### src/rtl/asm_pkg.sv
// Shared types and constants for the array set membership block.
package asm_pkg;

	localparam int CAPACITY_DEF    = 64;
	localparam int VALUE_WIDTH_DEF = 16;
	localparam int ELEMENT_WIDTH   = 16;
	localparam int FILL_WIDTH      = 7;

	typedef enum logic [1:0] {
		OP_QUERY  = 2'd0,
		OP_INSERT = 2'd1,
		OP_DELETE = 2'd2,
		OP_CLEAR  = 2'd3
	} op_t;

	typedef enum logic [1:0] {
		ST_IDLE,
		ST_CMP,
		ST_UPD
	} state_t;

	typedef struct packed {
		op_t                      operation;
		logic [ELEMENT_WIDTH-1:0] element;
	} request_t;

	typedef struct packed {
		logic                  was_member;
		logic [FILL_WIDTH-1:0] fill_count;
		logic                  set_empty;
		logic                  set_full;
		logic                  overflow;
	} result_t;

	typedef struct packed {
		logic compare;
		logic insert;
		logic remove;
	} cell_cmd_t;

endpackage

### src/rtl/asm_cell.sv
// One storage cell: holds a value, matches it against the key, writes on insert or delete.
module asm_cell import asm_pkg::*; #(
	parameter int VALUE_WIDTH = VALUE_WIDTH_DEF,
	parameter int COUNT_WIDTH = 7,
	parameter int INDEX       = 0
) (
	input  logic                   clk,
	input  logic                   arst_n,
	input  cell_cmd_t              cmd,
	input  logic [VALUE_WIDTH-1:0] key,
	input  logic [COUNT_WIDTH-1:0] count,
	input  logic [VALUE_WIDTH-1:0] last_value,
	output logic [VALUE_WIDTH:0]   tap
);

	logic [VALUE_WIDTH-1:0] value_q;
	logic                   hit_q;
	logic                   occupied;
	logic                   is_last;
	logic                   hit;

	assign occupied = COUNT_WIDTH'(INDEX) < count;
	assign is_last  = COUNT_WIDTH'(INDEX + 1) == count;
	assign hit      = occupied && (value_q == key);
	assign tap      = {hit, value_q & {VALUE_WIDTH{is_last}}};

	always_ff @(posedge clk or negedge arst_n) begin
		if (!arst_n) begin
			hit_q <= 1'b0;
		end else if (cmd.compare) begin
			hit_q <= hit;
		end
	end

	always_ff @(posedge clk) begin
		if (cmd.insert && (count == COUNT_WIDTH'(INDEX))) begin
			value_q <= key;
		end else if (cmd.remove && hit_q) begin
			value_q <= last_value;
		end
	end

endmodule

### src/rtl/asm_tree.sv
// Registered OR reduction of the cell taps: membership flag and last stored value.
module asm_tree import asm_pkg::*; #(
	parameter int N     = CAPACITY_DEF,
	parameter int WIDTH = VALUE_WIDTH_DEF + 1
) (
	input  logic                    clk,
	input  logic [N-1:0][WIDTH-1:0] taps,
	output logic [WIDTH-1:0]        merged_q
);

	logic [WIDTH-1:0] merged;

	always_comb begin
		merged = '0;
		for (int i = 0; i < N; i++) begin
			merged = merged | taps[i];
		end
	end

	always_ff @(posedge clk) begin
		merged_q <= merged;
	end

endmodule

### src/rtl/array_set_membership.sv
// Top level: set of distinct values held in a row of compare-and-store cells.
//
//  channel   ports                       direction  handshake
//  request   start, busy, request        in         taken when start & !busy
//  result    done, result                out        one cycle at done, no backpressure
//
// Busy spans a compare and an update state: all cells compare in parallel
// and the OR tree registers membership and the last stored value, then the
// cells write the append or the swap with the last entry and the count
// updates. The result shows in the cycle after the update, while the next
// request may already enter. Reset empties the set.
module array_set_membership import asm_pkg::*; #(
	parameter int CAPACITY    = CAPACITY_DEF,
	parameter int VALUE_WIDTH = VALUE_WIDTH_DEF
) (
	input  logic     clk,
	input  logic     arst_n,
	input  logic     start,
	output logic     busy,
	input  request_t request,
	output logic     done,
	output result_t  result
);

	localparam int COUNT_WIDTH = $clog2(CAPACITY + 1);
	localparam int TAP_WIDTH   = VALUE_WIDTH + 1;

	state_t                             state_q;
	state_t                             state_n;
	cell_cmd_t                          cmd;
	logic                               accept;
	op_t                                op_q;
	logic [VALUE_WIDTH-1:0]             key_q;
	logic [COUNT_WIDTH-1:0]             count_q;
	logic [COUNT_WIDTH-1:0]             count_n;
	logic [CAPACITY-1:0][TAP_WIDTH-1:0] taps;
	logic [TAP_WIDTH-1:0]               merged_q;
	logic                               member;
	logic [VALUE_WIDTH-1:0]             last_value;
	logic                               is_full;
	logic                               insert_new;
	logic                               insert_ok;
	logic                               remove_ok;
	logic                               refused;
	result_t                            result_q;
	logic                               done_q;

	assign accept     = start && !busy;
	assign member     = merged_q[VALUE_WIDTH];
	assign last_value = merged_q[VALUE_WIDTH-1:0];
	assign is_full    = count_q == COUNT_WIDTH'(CAPACITY);
	assign insert_new = (op_q == OP_INSERT) && !member;
	assign insert_ok  = insert_new && !is_full;
	assign refused    = insert_new && is_full;
	assign remove_ok  = (op_q == OP_DELETE) && member;

	always_comb begin
		case (state_q)
			ST_IDLE: state_n = accept ? ST_CMP : ST_IDLE;
			ST_CMP:  state_n = ST_UPD;
			ST_UPD:  state_n = ST_IDLE;
			default: state_n = ST_IDLE;
		endcase
	end

	always_comb begin
		busy        = 1'b1;
		cmd.compare = 1'b0;
		cmd.insert  = 1'b0;
		cmd.remove  = 1'b0;
		case (state_q)
			ST_IDLE: busy = 1'b0;
			ST_CMP:  cmd.compare = 1'b1;
			ST_UPD: begin
				cmd.insert = insert_ok;
				cmd.remove = remove_ok;
			end
			default: busy = 1'b1;
		endcase
	end

	always_comb begin
		if (op_q == OP_CLEAR) begin
			count_n = '0;
		end else if (insert_ok) begin
			count_n = count_q + COUNT_WIDTH'(1);
		end else if (remove_ok) begin
			count_n = count_q - COUNT_WIDTH'(1);
		end else begin
			count_n = count_q;
		end
	end

	always_ff @(posedge clk or negedge arst_n) begin
		if (!arst_n) begin
			state_q <= ST_IDLE;
			count_q <= '0;
			done_q  <= 1'b0;
		end else begin
			state_q <= state_n;
			done_q  <= state_q == ST_UPD;
			if (state_q == ST_UPD) begin
				count_q <= count_n;
			end
		end
	end

	always_ff @(posedge clk) begin
		if (accept) begin
			op_q  <= request.operation;
			key_q <= VALUE_WIDTH'(request.element);
		end
		if (state_q == ST_UPD) begin
			result_q.was_member <= member;
			result_q.fill_count <= FILL_WIDTH'(count_n);
			result_q.set_empty  <= count_n == '0;
			result_q.set_full   <= count_n == COUNT_WIDTH'(CAPACITY);
			result_q.overflow   <= refused;
		end
	end

	for (genvar i = 0; i < CAPACITY; i++) begin : g_cell
		asm_cell #(
			.VALUE_WIDTH (VALUE_WIDTH),
			.COUNT_WIDTH (COUNT_WIDTH),
			.INDEX       (i)
		) u_cell (
			.clk        (clk),
			.arst_n     (arst_n),
			.cmd        (cmd),
			.key        (key_q),
			.count      (count_q),
			.last_value (last_value),
			.tap        (taps[i])
		);
	end

	asm_tree #(
		.N     (CAPACITY),
		.WIDTH (TAP_WIDTH)
	) u_tree (
		.clk      (clk),
		.taps     (taps),
		.merged_q (merged_q)
	);

	assign done   = done_q;
	assign result = result_q;

	a_done_idle: assert property (@(posedge clk) disable iff (!arst_n)
		done |-> !busy)
		else $error("result strobe while busy");

	a_overflow_full: assert property (@(posedge clk) disable iff (!arst_n)
		done && result.overflow |-> result.set_full && !result.was_member)
		else $error("overflow without a full set");

	a_latency: assert property (@(posedge clk) disable iff (!arst_n)
		start && !busy |=> busy ##1 busy ##1 done)
		else $error("request did not finish in two cycles");

	a_count_bound: assert property (@(posedge clk) disable iff (!arst_n)
		count_q <= COUNT_WIDTH'(CAPACITY))
		else $error("fill count beyond capacity");

	a_member_count: assert property (@(posedge clk) disable iff (!arst_n)
		state_q == ST_UPD && member |-> count_q != '0)
		else $error("match found in an empty set");

endmodule

### config.mk
export PLATFORM = sky130hd
export DESIGN_NAME = array_set_membership
export DESIGN_NICKNAME = d
export VERILOG_FILES = /design/src/rtl/asm_pkg.sv /design/src/rtl/asm_cell.sv /design/src/rtl/asm_tree.sv /design/src/rtl/array_set_membership.sv
export SDC_FILE = /design/constraint.sdc
export NUM_CORES = 2
export LEC_CHECK = 0
export BUFFER_PORTS_ARGS = -buffer_cell sky130_fd_sc_hd__clkbuf_2
export CAP_MARGIN = 20
export CORE_ASPECT_RATIO = 0.9
export CORE_MARGIN = 5
export CORE_UTILIZATION = 43
export CTS_BUF_LIST = sky130_fd_sc_hd__clkbuf_8
export DETAILED_ROUTE_END_ITERATION = 7
export MAX_ROUTING_LAYER = met4
export PLACE_DENSITY = 0.56
export SYNTH_ARGS = -nofsm -noshare
export SYNTH_HDL_FRONTEND = slang
export SYNTH_SLANG_ARGS = --single-unit
### constraint.sdc
create_clock -name clk -period 5.7 [get_ports clk]
set_input_delay 0 -clock clk [delete_from_list [all_inputs] [get_ports clk]]
set_output_delay 0 -clock clk [all_outputs]
set_load 0.01 [all_outputs]
==> metrics.txt <==
CTS Buffer Depth 3; post-route clock skew between 0.06 and 0.07 ns; later-pin clock latency in the skew report approximately 1.0 ns; Layout area overhead 11.0%; Critical Path RT around 6.6 ns; CTS root buf clkbuf_8; grt ovf 0; Ports 34; full die area about 170000 µm²; mapped cell area slightly below 70000 µm²; Pleak 27.0 nW; violated checks DRC, slew limit; wire length per cell between 50 and 60 µm; power density cells 334 nW/µm²; Initial Util 0.431; Async SR Flop Fraction 0.0647; Netlist cell types roughly 70; total chip power between 0.02 and 0.03 W; fin area roughly 75000 µm²; Setup crit start kind flip-flop; unrepaired setup endpoints after global routing no; H-Tree Depth 4; largest cells by area after synthesis edfxtp_1 47%, mux2_2 18%, xor2_1 7.5%; Tcrit/Tclk final 0.883; DP HPWL about 280 mm; TritonCTS Sinks 1144; IO buf count 33; vias per inst roughly 7.3; Mapped Avg Cell Area ~13 µm²; largest net degree at the start of global routing 68; Cells after Synth ~5300; Pre-antenna DRT Iters 8; IR drop worst, VDD ~0.00027 V; fin. max-slew vios 1; vias in the first global route between 40000 and 50000; routed vias roughly 56000; largest area contributor in the netlist edfxtp_1; sequential share of power 0.442; cell row count approximately 140; HP Class in -> reg; GP Congestion 1.19; Horiz. Die Dim ~430 µm; setup tns final 0 ns; Crit Path Class reg -> reg; status finished, violations left; Worst slew margin -0.0620; ratio of cells with drive above 1 in the final layout 0.323; Post-synth EDFFs 1053; Final setup viols 0; Hold Fails Final Rpt 0; P_sw around 0.0087 W; switching portion of total power 0.345; Int Pwr about 0.016 W; number of remaining DRC errors 8; nets 5384; clock power share 0.308; post-CTS sizing 0; max cap viols 0; Routed WL slightly below 400 mm; Tmin final between 5 and 6 ns; synth warn 0; Main synth FF type edfxtp_1; global-route wire length before repair 501 mm; fmax 0.199 GHz; CTS tree built; Worst setup EP type flip-flop; Slew @ Worst Pin approximately 1.6 ns; remaining antenna violation count 0; Clk pin slew, worst setup/hold paths ~0.07 ns; logic gate share of total power 0.250; Crit path arrival time between 5 and 6 ns; die height a little under 400 µm; syn_nets around 5400; Total Routing Usage GR 0.469; Core ar. around 160000 µm²; commonest cells in the netlist 1061 x mux2_2, 1053 x edfxtp_1, 578 x xor2_1, 450 x xnor2_1, 359 x a22oi_1; synthesis-stage register bit count about 1100; most frequent cell after synthesis mux2_2; sequential share of the synthesized area 0.500; initial antenna violation count 55; CTS Buf Count roughly 200; Synth top area share 0.468; DP Area approximately 70000 µm²; Iteration-0 DRC Markers 12400; CP max FO 28
==> cells in the final DEF, fill, tap and decap left out, drive strengths merged, types with 59 or more instances in the layout <==
master	Yosys	final
a22o	59	59
buf	274	285
dfrtp	74	74
a22oi	359	359
nor2	76	76
nor4	188	188
xnor2	450	450
nand2	257	257
xor2	578	578
a221oi	59	59
clkbuf	268	263
nand4	204	204
edfxtp	1053	1053
inv	10	117
mux2	1062	1062
==> sequential cells by signal, summed over array words and instances (netlist names) <==
name and count:
op_q 2, done 1, u_tree.merged_q 17, result 11
count_q 7, key_q 16, g_cell.u_cell.value_q 1024, g_cell.u_cell.hit_q 64
state_q 2
==> power groups by stage <==
stage / Combinational [W] / Sequential, W / Clock, W
CTS: 0.00598 / 0.0110 / 0.00770
global placement: 0.00580 / 0.0112 / 0
detailed placement: 0.00592 / 0.0112 / 0
finish: 0.00628 / 0.0111 / 0.00774
global route: 0.00630 / 0.0110 / 0.00809
floorplan: 0.00402 / 0.0102 / 0
==> layer usage <==
metal | part of all wire | wire (µm) | GRT usage
met5 | 0 | 0 | -
met4 | 0.056 | 21700 | 0.195
met3 | 0.18 | 71800 | 0.257
met2 | 0.38 | 149000 | 0.601
met1 | 0.38 | 148000 | 0.604
==> worst max-delay path, stage by stage, from the launching register on <==
cell and delay [ns]:
dfrtp_1 0.99, nand4b_1 0.36, nor2_2 0.30, buf_4 0.28, a22oi_1 0.87, nand4_1 0.24
nor3_1 0.73, buf_4 0.28, nand4_1 0.23, or4_1 0.60
==> area by class of cell <==
type	count	area, µm²
repair buffers	357	3190
clock buffers	230	3170
flip-flops and latches	1144	33900
fillers	14300	81700
well taps	2100	2630
inverters	11	41.3
diodes	51	128
multi-input cells	3640	31300
clock inverters	152	748
==> worst paths after layout <==
| kind | slack, ns | startpoint | endpoint | depth (start not counted) |
|---|---|---|---|---|
| setup / recovery | 0.67 | count_q[2]$_DFFE_PN0P_ | u_tree.merged_q[0]$_DFF_P_ | 9 |
| hold / removal | 0.07 | start | state_q[0]$_DFF_PN0_ | 4 |
| setup reg to reg | 0.67 | count_q[2]$_DFFE_PN0P_ | u_tree.merged_q[0]$_DFF_P_ | 9 |
| hold reg to reg | 0.48 | g_cell[60].u_cell.hit_q$_DFFE_PN0P_ | g_cell[60].u_cell.hit_q$_DFFE_PN0P_ | 2 |
| max in group asynchronous | 4.67 | arst_n | state_q[1]$_DFF_PN0_ | 4 |
| min in group asynchronous | 0.15 | arst_n | g_cell[29].u_cell.hit_q$_DFFE_PN0P_ | 4 |
==> timing repair <==
item | 4_1_cts | 5_1_grt
setup buffers | 0 | 0
endpoints found under the hold margin | 78 | 0
hold buffers | 40 | 0
==> kinds of logic after synthesis <==
kind of cell	after synthesis	share of synthesized area
flip-flops	1144	0.500
AND/OR/NAND/NOR	926	0.0773
buffers and inverters	553	0.0416
multiplexers	1063	0.177
adder cells (fa/ha/maj)	6	0.00111
XOR/XNOR	1028	0.133
AO/OA/AOI/OAI	617	0.0699
==> stage by stage <==
stage,util,hold WS [ns],setup slack [ns],std cells
2_1_floorplan,-,-0.296,2.38,5337
3_3_place_gp,0.450,0.178,0.943,7202
3_5_place_dp,0.450,0.179,1.19,7209
4_1_cts,0.478,0.0108,1.20,7631
5_1_grt,0.479,0.0792,1.01,7676
6_report,0.479,0.0659,0.665,7685
Note: power is estimated with default switching activity, not from simulation.
